## src/sv/ofc_pkg.sv

```systemverilog
`timescale 1ns / 1ps
// ----------------------------------------------------------------------------
// ofc_pkg: shared types and constants for the file-transfer checksum
// Accumulator start value, byte count ceiling, register map and the
// word passed from the accumulate stage to the fold stage.
// ----------------------------------------------------------------------------
package ofc_pkg;

  localparam logic [31:0] ACC_START = 32'h0000_FFFF;
  localparam logic [30:0] COUNT_MAX = 31'h7FFF_FFFF;

  // register indexes (byte address bit 2)
  localparam logic REG_LIMIT_ENABLE = 1'b0;
  localparam logic REG_BYTE_LIMIT   = 1'b1;

  // finished accumulator handed to the fold stage
  typedef struct packed {
    logic        valid;
    logic [31:0] acc;
  } fin_t;

  // two end-around folds, result placed in the upper half
  function automatic logic [31:0] fold_checksum(input logic [31:0] a);
    logic [16:0] s1;
    logic [16:0] s2;
    s1 = {1'b0, a[15:0]} + {1'b0, a[31:16]};
    s2 = {1'b0, s1[15:0]} + {16'h0000, s1[16]};
    return {s2[15:0], 16'h0000};
  endfunction

endpackage

```

## src/sv/ofc_accum.sv

```systemverilog
`timescale 1ns / 1ps
// ----------------------------------------------------------------------------
// ofc_accum: per-byte accumulate stage
// Pairs bytes into words high byte first, subtracts each word with the
// extra borrow, applies the byte limit and hands the final accumulator
// of each file to the fold stage.
// ----------------------------------------------------------------------------
module ofc_accum import ofc_pkg::*; (
  input  logic        clk,
  input  logic        rst_n,
  input  logic        take,
  input  logic [7:0]  data_byte,
  input  logic        byte_valid,
  input  logic        is_last,
  input  logic        limit_enable,
  input  logic [30:0] byte_limit,
  input  logic        fin_ready,
  output fin_t        fin
);

  logic [31:0] acc_r;
  logic [7:0]  held_r;
  logic        pending_r;
  logic [30:0] count_r;
  logic        fin_valid_r;
  logic [31:0] fin_acc_r;

  logic        allowed;
  logic        pair;
  logic        odd_end;
  logic        do_sub;
  logic [15:0] word;
  logic [32:0] diff;
  logic [31:0] acc_sub;
  logic [31:0] acc_nxt;

  // byte admission and word selection
  always_comb begin
    allowed = byte_valid && (!limit_enable || (count_r < byte_limit));
    pair    = allowed && pending_r;
    odd_end = is_last && (allowed ? !pending_r : pending_r);
    do_sub  = pair || odd_end;
    priority if (pair) begin
      word = {held_r, data_byte};
    end else if (allowed) begin
      word = {data_byte, 8'h00};
    end else begin
      word = {held_r, 8'h00};
    end
  end

  // subtract with one more on wrap
  always_comb begin
    diff    = {1'b0, acc_r} - {17'h0_0000, word};
    acc_sub = diff[31:0] - {31'h0000_0000, diff[32]};
    acc_nxt = do_sub ? acc_sub : acc_r;
  end

  // file state
  always_ff @(posedge clk) begin
    if (!rst_n) begin
      acc_r     <= ACC_START;
      held_r    <= 8'h00;
      pending_r <= 1'b0;
      count_r   <= '0;
    end else if (take) begin
      if (is_last) begin
        acc_r     <= ACC_START;
        held_r    <= 8'h00;
        pending_r <= 1'b0;
        count_r   <= '0;
      end else begin
        acc_r <= acc_nxt;
        if (allowed) begin
          if (pending_r) begin
            held_r    <= 8'h00;
            pending_r <= 1'b0;
          end else begin
            held_r    <= data_byte;
            pending_r <= 1'b1;
          end
          if (count_r != COUNT_MAX) begin
            count_r <= count_r + 31'd1;
          end
        end
      end
    end
  end

  // hand-off register to the fold stage
  always_ff @(posedge clk) begin
    if (!rst_n) begin
      fin_valid_r <= 1'b0;
    end else begin
      if (fin_ready) begin
        fin_valid_r <= 1'b0;
      end
      if (take && is_last) begin
        fin_valid_r <= 1'b1;
      end
    end
  end

  always_ff @(posedge clk) begin
    if (take && is_last) begin
      fin_acc_r <= acc_nxt;
    end
  end

  assign fin = '{valid: fin_valid_r, acc: fin_acc_r};

endmodule

```

## src/sv/oft_file_checksum.sv

```systemverilog
`timescale 1ns / 1ps
// ----------------------------------------------------------------------------
// oft_file_checksum: streaming file-transfer checksum
// Sums a byte stream as 16-bit words into a subtractive accumulator and
// emits the folded checksum at the end of each file.
// ----------------------------------------------------------------------------
//  channel   direction  handshake           payload
//  in_*      slave      in_tvalid/tready    tdata=data_byte, tuser=byte_valid,
//                                           tlast=is_last
//  out_*     master     out_tvalid/tready   tdata=checksum_value
//  cfg_*     apb slave  psel/penable        0x0 limit_enable, 0x4 byte_limit
//
//  one byte per cycle while in_tready is high; the per-byte subtract with borrow sets the loop
//  after its last word is accepted, a checksum passes through the accumulate
//  hand-off register, then the fold stage into the output register
//  rst_n is synchronous and clears the file state, the settings and the valid bits of both registers
//  input stalls only while a finished checksum and a pending one both wait
// ----------------------------------------------------------------------------
module oft_file_checksum import ofc_pkg::*; (
  input  logic        clk,
  input  logic        rst_n,
  // input stream
  input  logic        in_tvalid,
  output logic        in_tready,
  input  logic [7:0]  in_tdata,   // [7:0] data_byte
  input  logic        in_tuser,   // [0] byte_valid
  input  logic        in_tlast,
  // result stream
  output logic        out_tvalid,
  input  logic        out_tready,
  output logic [31:0] out_tdata,  // [31:0] checksum_value
  // configuration
  input  logic        cfg_psel,
  input  logic        cfg_penable,
  input  logic        cfg_pwrite,
  input  logic [2:0]  cfg_paddr,
  input  logic [31:0] cfg_pwdata,
  output logic [31:0] cfg_prdata,
  output logic        cfg_pready
);

  logic        limit_enable_r;
  logic [30:0] byte_limit_r;
  logic        out_tvalid_r;
  logic [31:0] out_tdata_r;
  logic        fin_ready;
  logic        in_take;
  logic        cfg_wr;
  fin_t        fin;

  // configuration registers
  assign cfg_pready = 1'b1;
  assign cfg_wr     = cfg_psel && cfg_penable && cfg_pwrite && cfg_pready;

  always_ff @(posedge clk) begin
    if (!rst_n) begin
      limit_enable_r <= 1'b0;
      byte_limit_r   <= '0;
    end else if (cfg_wr) begin
      unique case (cfg_paddr[2])
        REG_LIMIT_ENABLE: limit_enable_r <= cfg_pwdata[0];
        REG_BYTE_LIMIT:   byte_limit_r   <= cfg_pwdata[30:0];
        default:          ;
      endcase
    end
  end

  always_comb begin
    unique case (cfg_paddr[2])
      REG_LIMIT_ENABLE: cfg_prdata = {31'h0000_0000, limit_enable_r};
      REG_BYTE_LIMIT:   cfg_prdata = {1'b0, byte_limit_r};
      default:          cfg_prdata = 32'h0000_0000;
    endcase
  end

  // stream handshake
  assign fin_ready = !out_tvalid_r || out_tready;
  assign in_tready = !fin.valid || fin_ready;
  assign in_take   = in_tvalid && in_tready;

  ofc_accum u_accum (
    .clk          (clk),
    .rst_n        (rst_n),
    .take         (in_take),
    .data_byte    (in_tdata),
    .byte_valid   (in_tuser),
    .is_last      (in_tlast),
    .limit_enable (limit_enable_r),
    .byte_limit   (byte_limit_r),
    .fin_ready    (fin_ready),
    .fin          (fin)
  );

  // fold stage into the output register
  always_ff @(posedge clk) begin
    if (!rst_n) begin
      out_tvalid_r <= 1'b0;
    end else if (fin_ready) begin
      out_tvalid_r <= fin.valid;
    end
  end

  always_ff @(posedge clk) begin
    if (fin_ready && fin.valid) begin
      out_tdata_r <= fold_checksum(fin.acc);
    end
  end

  assign out_tvalid = out_tvalid_r;
  assign out_tdata  = out_tdata_r;

  // checks
  a_stall_only_when_full: assert property (@(posedge clk) disable iff (!rst_n)
    !in_tready |-> (fin.valid && out_tvalid && !out_tready))
    else $error("input stalled with room downstream");

  a_last_reaches_fold: assert property (@(posedge clk) disable iff (!rst_n)
    (in_take && in_tlast) |=> fin.valid)
    else $error("end of file word lost before fold stage");

  a_fold_to_output: assert property (@(posedge clk) disable iff (!rst_n)
    (fin.valid && fin_ready) |=> out_tvalid)
    else $error("folded checksum not presented");

  a_low_half_zero: assert property (@(posedge clk) disable iff (!rst_n)
    out_tvalid |-> (out_tdata[15:0] == 16'h0000))
    else $error("checksum low half not zero");

endmodule

```

## config.mk

```make
export PLATFORM = sky130hd
export DESIGN_NAME = oft_file_checksum
export DESIGN_NICKNAME = d
export VERILOG_FILES = /design/src/sv/ofc_pkg.sv /design/src/sv/ofc_accum.sv /design/src/sv/oft_file_checksum.sv
export SDC_FILE = /design/constraint.sdc
export NUM_CORES = 1
export LEC_CHECK = 0
export CAP_MARGIN = 25
export CORE_MARGIN = 5
export CORE_UTILIZATION = 57
export DETAILED_ROUTE_END_ITERATION = 8
export DONT_BUFFER_PORTS = 1
export PLACE_DENSITY = 0.72
export SLEW_MARGIN = 20
export SYNTH_ARGS = -nofsm -noshare
export SYNTH_HDL_FRONTEND = slang
export SYNTH_SLANG_ARGS = --single-unit
```

## constraint.sdc

```tcl
create_clock -name clk -period 9.2 [get_ports clk]
set_input_delay 0.92 -clock clk [delete_from_list [all_inputs] [get_ports clk]]
set_output_delay 0.92 -clock clk [all_outputs]
set_load 0.02 [all_outputs]
```

# Word-level counts from Yosys, hierarchy flattened
# Cells that the tools add are included.
# word_totals
register_bits	154
latch_bits	0
ramBits	0
rom_bits	0
input_bits	52
out_inout_bits	67
wordCells	58
mem_count	0
# classes
addsub	5
n_mul	0
div	0
order_cmp	1
eq_ne	1
shift	0
muxes	17
n_bitwise	1
n_reduce_logical	23
# ops
cell	count
two-way mux 31 bit	3
two-way mux 32 bit	2
case mux 32 bit (2 select lines)	1
subtractor 32 x 16 -> 33 bit	1
two-way mux 16 bit	2
subtractor 32 x 1 -> 32 bit	1
adder 31 x 1 -> 31 bit, second input constant	1
less-than comparator 31 bit	1
!= test 31 bit, second input constant	1
two-way mux 8 bit	3
adder 16 x 16 -> 17 bit	1
adder 16 x 1 -> 16 bit	1
logical AND 1 bit	8
two-way mux 1 bit	6
AND reduction 2 bit	3
nonzero test 2 bit	3
zero test 1 bit	4
logical OR 1 bit	4
AND reduction 3 bit	1
NOT 1 bit	1

# Depth between registers and ports, before layout
# depth
depth_word	9
mapped_depth	32
depth_no_buf	30

# Hierarchy
# From an unflattened synthesis, not the netlist that was laid out.
# unflattened
hier_cells	1291
area_unflattened_um2	10739.0
# modules_own_cells
module	n_inst	cells_each	area_per_inst_um2	seq_area_each_um2
ofc_accum	1	935	7612.3	2422.3
oft_file_checksum	1	356	3126.7	1141.1

# Least setup slack after synthesis
# OpenSTA, ideal clock, no wires.
# synth_path
path_type	flip-flop to flip-flop
from	register byte_limit_r[16]
to	register u_accum.acc_r[28]
t_arrival_ps	6897
t_required_ps	9141
path_slack_ps	2244
stages_incl_launch_ff	31
n_path_buf	1
cell_sequence	dfxtp_1 > inv_1 > ha_1 > a21o_1 > a21o_1 > a21o_1 > a21oi_1 > o21ai_0 > a2111oi_0 > o21ai_0 > nor2_1 > ha_1 > clkbuf_1 > and2_1 > ha_1 > inv_1 > fa_1 > a211oi_1 > o21bai_1 > o211ai_1 > and2_1 > nand2_1 > nor3_1 > ha_1 > ha_1 > or3b_1 > nor3_2 > nand3_4 > o31a_1 > or4_1 > nand2_1
# synth_between
elab_chain_len	9
elab_cells_between_ends	13
cone_classes	add/sub: 2; order compare: 1; mux: 5; reduce/logical: 5
# synth_rtl
item	line	text
start: declaration	oft_file_checksum.sv:43	logic [30:0] byte_limit_r;
start signal: assignment	oft_file_checksum.sv:62	REG_BYTE_LIMIT: byte_limit_r <= cfg_pwdata[30:0];
less-than comparator 31 bit *	ofc_accum.sv:39	allowed = byte_valid && (!limit_enable || (count_r < byte_limit));
logical OR 1 bit *	ofc_accum.sv:39	
logical AND 1 bit *	ofc_accum.sv:39	
two-way mux 16 bit / logical AND 1 bit (equally long branches)	ofc_accum.sv:45, ofc_accum.sv:40	
two-way mux 16 bit	ofc_accum.sv:43	priority if (pair) begin
subtractor 32 x 16 -> 33 bit	ofc_accum.sv:54	diff = {1'b0, acc_r} - {17'h0_0000, word};
subtractor 32 x 1 -> 32 bit	ofc_accum.sv:55	acc_sub = diff[31:0] - {31'h0000_0000, diff[32]};
two-way mux 32 bit *	ofc_accum.sv:56	acc_nxt = do_sub ? acc_sub : acc_r;
two-way mux 32 bit *	ofc_accum.sv:67	if (is_last) begin
end signal: assignment	ofc_accum.sv:73	acc_r <= acc_nxt;
end: declaration	ofc_accum.sv:21	logic [31:0] acc_r;
# Every way passes the cells marked *; elsewhere a longest branch is shown, timed or not.
# A chain may end at the register's enable or synchronous reset.

# Worst setup path in the final report
# layout_path
from	register byte_limit_r[16]
to	register u_accum.fin_acc_r[31] (data pin)
# layout_between
elab_chain_len	8
elab_cells_between_ends	12
cone_classes	add/sub: 2; order compare: 1; mux: 4; reduce/logical: 5
# layout_rtl
item	line	text
less-than comparator 31 bit *	ofc_accum.sv:39	
logical OR 1 bit *	ofc_accum.sv:39	
logical AND 1 bit *	ofc_accum.sv:39	
two-way mux 16 bit / logical AND 1 bit (equally long branches)	ofc_accum.sv:45, ofc_accum.sv:40	
two-way mux 16 bit	ofc_accum.sv:43	
subtractor 32 x 16 -> 33 bit	ofc_accum.sv:54	
subtractor 32 x 1 -> 32 bit	ofc_accum.sv:55	
two-way mux 32 bit *	ofc_accum.sv:56	
net u_accum.acc_nxt[31]	ofc_accum.sv:35	logic [31:0] acc_nxt;
end signal: assignment	ofc_accum.sv:106	fin_acc_r <= acc_nxt;
end: declaration	ofc_accum.sv:26	logic [31:0] fin_acc_r;
# The timed path passes the listed nets; every way through them passes the cells marked *.

==> results by group <==
Timing
  – Crit share post-route: 91.5%
  – # setup viols final: 0
  – RSZ-0062 raised after global routing: false
  – Slew Limit Headroom: 40.3%
  – Max Clk Rate: 119 MHz
  – Final Hold Viols: 0
  – Min Hold Slack: 454 ps
  – Setup ws final: 783 ps
  – Pin slew with the least headroom to its limit: 891 ps
  – Aggregate negative setup slack: 0 ps
  – Clock skew: 12.3 ps
  – Max Slew Vio Count: 0
  – Post-route minimum period: 8420 ps

Final layout
  – Design Area, Final: 11100 um2
  – Final core occ: 61.8%
  – Fillers: 1574
  – Share of layout cells above drive strength 1: 6.38%
  – Layout area overhead: 6.96%
  – Antenna diodes: 0
  – Final Instance Count excl. Fillers: 1499
  – Final nets: 1379

Die
  – Starting Density: 57.8%
  – Die Area: 21000 um2
  – Core Rows: 49
  – Die Y: 145 um
  – CORE AREA: 18000 um2
  – Die X: 145 um
  – Io pins: 119

Placed design
  – Buffers added on ports: 0
  – GP Congestion: 0.909
  – Dpl cell area: 10500 um2
  – Pre-CTS WS: 616 ps
  – Placed insts: 1466
  – Dpl hpwl: 19.4 mm

Power and ir drop
  – Psw: 555 uW
  – Total power: 1.79 mW
  – Combinational share of power: 20.2%
  – Pwr/cell area: 161 nW/um2
  – Pleak: 4.28 nW
  – Sw frac: 31.0%
  – Seq pwr share: 41.8%
  – Internal power: 1.24 mW
  – Worst IR Drop VDD: 0.176 mV
  – Clock network power share: 38.0%

Logic synthesis
  – Most frequent cell after synthesis: nand2_1
  – Synth Warn #: 0
  – Syn avg cell area: 8.11 um2
  – Yosys cell types: 83
  – Sequential area share after synthesis: 34.3%
  – Top FF cell, synth: dfxtp_1
  – Cell count after synthesis: 1280
  – Top cell type's share of synthesized area: 20.4%
  – Register bit total from synthesis: 154
  – Commonest cells in the netlist: nand2_1, nor2_1, dfxtp_1, a21oi_1, o21ai_0
  – Number of flops mapped to enable cells by yosys: 48
  – Asr flop ratio synth: 0%
  – Yosys top cell by area: dfxtp_1
  – Syn Std Cell Area: 10400 um2
  – Synth top area cells: dfxtp_1, edfxtp_1, ha_1

Worst setup path
  – Crit start category: flip-flop
  – FF-to-FF path depth: 31
  – Worst endpoint required time: 9370 ps
  – CP Capture Type: flip-flop
  – CP peak stage delay: 640 ps
  – Critical Path Fanout Max: 8
  – Crit path kind: flip-flop to flip-flop
  – Critical Path AT: 8590 ps
  – Top cell by count, worst path: ha_1
  – Slowest cell on crit path: a2111oi_1

Clocking
  – CTS Sinks: 154
  – Worst-path clk slew: 70 ps
  – Clock Latency Late Sink: 430 ps
  – Total CTS buffers: 17
  – Number of H-tree levels: 4
  – CTS root buffer: clkbuf_16
  – CTS tree: built
  – Buffer count from post-CTS setup fixing: 0
  – Clk buf depth: 2

Hold path
  – Hold Path Stages: 2
  – Worst Hold Class: flip-flop to flip-flop

Global route
  – Grt total ovfl: 0
  – First-pass GRT wire length: 42.5 mm
  – Initial antenna violation count: 0
  – Tot GR Track Use: 24.1%
  – Largest net degree at the start of global routing: 50
  – Vias in the first global route: 8410

Routing
  – 1st-iter DRT viols: 791
  – Vias: 9103
  – Drt via density: 6.07
  – Wire length per cell: 17.3 um
  – Routed WL: 25.9 mm
  – DR DRC count: 0
  – Post-route ant nets: 0
  – 1st-pass router iterations: 7

Flow run
  – Max_cap viols: 0

Run status
  – Outcome: completed
[power groups by stage]
stage               sequential [mW]  clock, mW  combinational, mW
CTS                           0.749      0.692              0.355
global placement              0.763          0              0.345
detailed placement            0.764          0              0.352
global route                  0.751      0.719              0.402
floorplan                     0.759          0              0.287
finish                        0.749      0.681              0.361
[placed cells by master, fill, tap and decap left out, drive strengths merged, types with 20 or more instances in the layout]
cell type  count
nand3         46
xor2          25
or3           21
dfxtp        106
a21oi         90
nor2         119
inv           67
and3          20
o21ai         76
nand4         29
nand2        185
xnor2         42
edfxtp        48
a21o          27
nor3          25
clkbuf        20
ha            68
[sequential cells by signal (all words and copies together) (netlist names)]
register	cells
u_accum.acc_r	32
u_accum.fin_acc_r	32
byte_limit_r	31
u_accum.count_r	31
out_tdata	16
u_accum.held_r	8
limit_enable_r	1
out_tvalid	1
u_accum.fin_valid_r	1
u_accum.pending_r	1
[critical path, delay by kind of cell (launching register included)]
kind	cells	cell delay, ps
buf+inv	3	350
compound gates	12	2870
flops	1	330
simple gates	10	2890
xor+xnor	1	170
fa+ha+maj	5	1540
[kinds of logic after synthesis]
group | count (synthesis) | share of synthesized area, %
AO/OA/AOI/OAI | 310 | 19.3
adder cells (fa/ha/maj) | 70 | 8.58
multiplexers | 18 | 1.75
XOR/XNOR | 68 | 5.87
buffers and inverters | 133 | 5.54
AND/OR/NAND/NOR | 525 | 24.5
other | 2 | 0.0723
flip-flops | 154 | 34.3
[cell type report]
cell class | instances | area [um2] | area share [%]
flip-flops and latches | 154 | 3560 | 32.1
clock inverters | 12 | 103 | 0.924
multi-input cells | 1009 | 6320 | 56.9
inverters | 59 | 221 | 1.99
clock buffers | 20 | 468 | 4.21
well taps | 229 | 287 | 2.58
repair buffers | 16 | 144 | 1.30
[what timing repair did]
action,CTS,global route
endpoints found under the setup margin,0,3
hold buffers,0,0
gates resized for setup,0,2
[routing by layer]
metal  global-route usage, %  up-vias  share of wire, %
met3                    5.24       30               7.3
met4                    6.64        0               1.7
met2                    37.6      311                45
li1                        -     4518                 -
met1                    33.9     4244                46
met5                       0        -                 0
[final timing paths]
check / startpoint / endpoint / slack [ps]
hold reg to reg: byte_limit_r[4]$_SDFFE_PN0P_ / byte_limit_r[4]$_SDFFE_PN0P_ / 450
hold / removal: byte_limit_r[4]$_SDFFE_PN0P_ / byte_limit_r[4]$_SDFFE_PN0P_ / 450
setup reg to reg: byte_limit_r[16]$_SDFFE_PN0P_ / u_accum.fin_acc_r[31]$_DFFE_PP_ / 780
setup / recovery: byte_limit_r[16]$_SDFFE_PN0P_ / u_accum.fin_acc_r[31]$_DFFE_PP_ / 780
(Power assumes the default switching activity.)
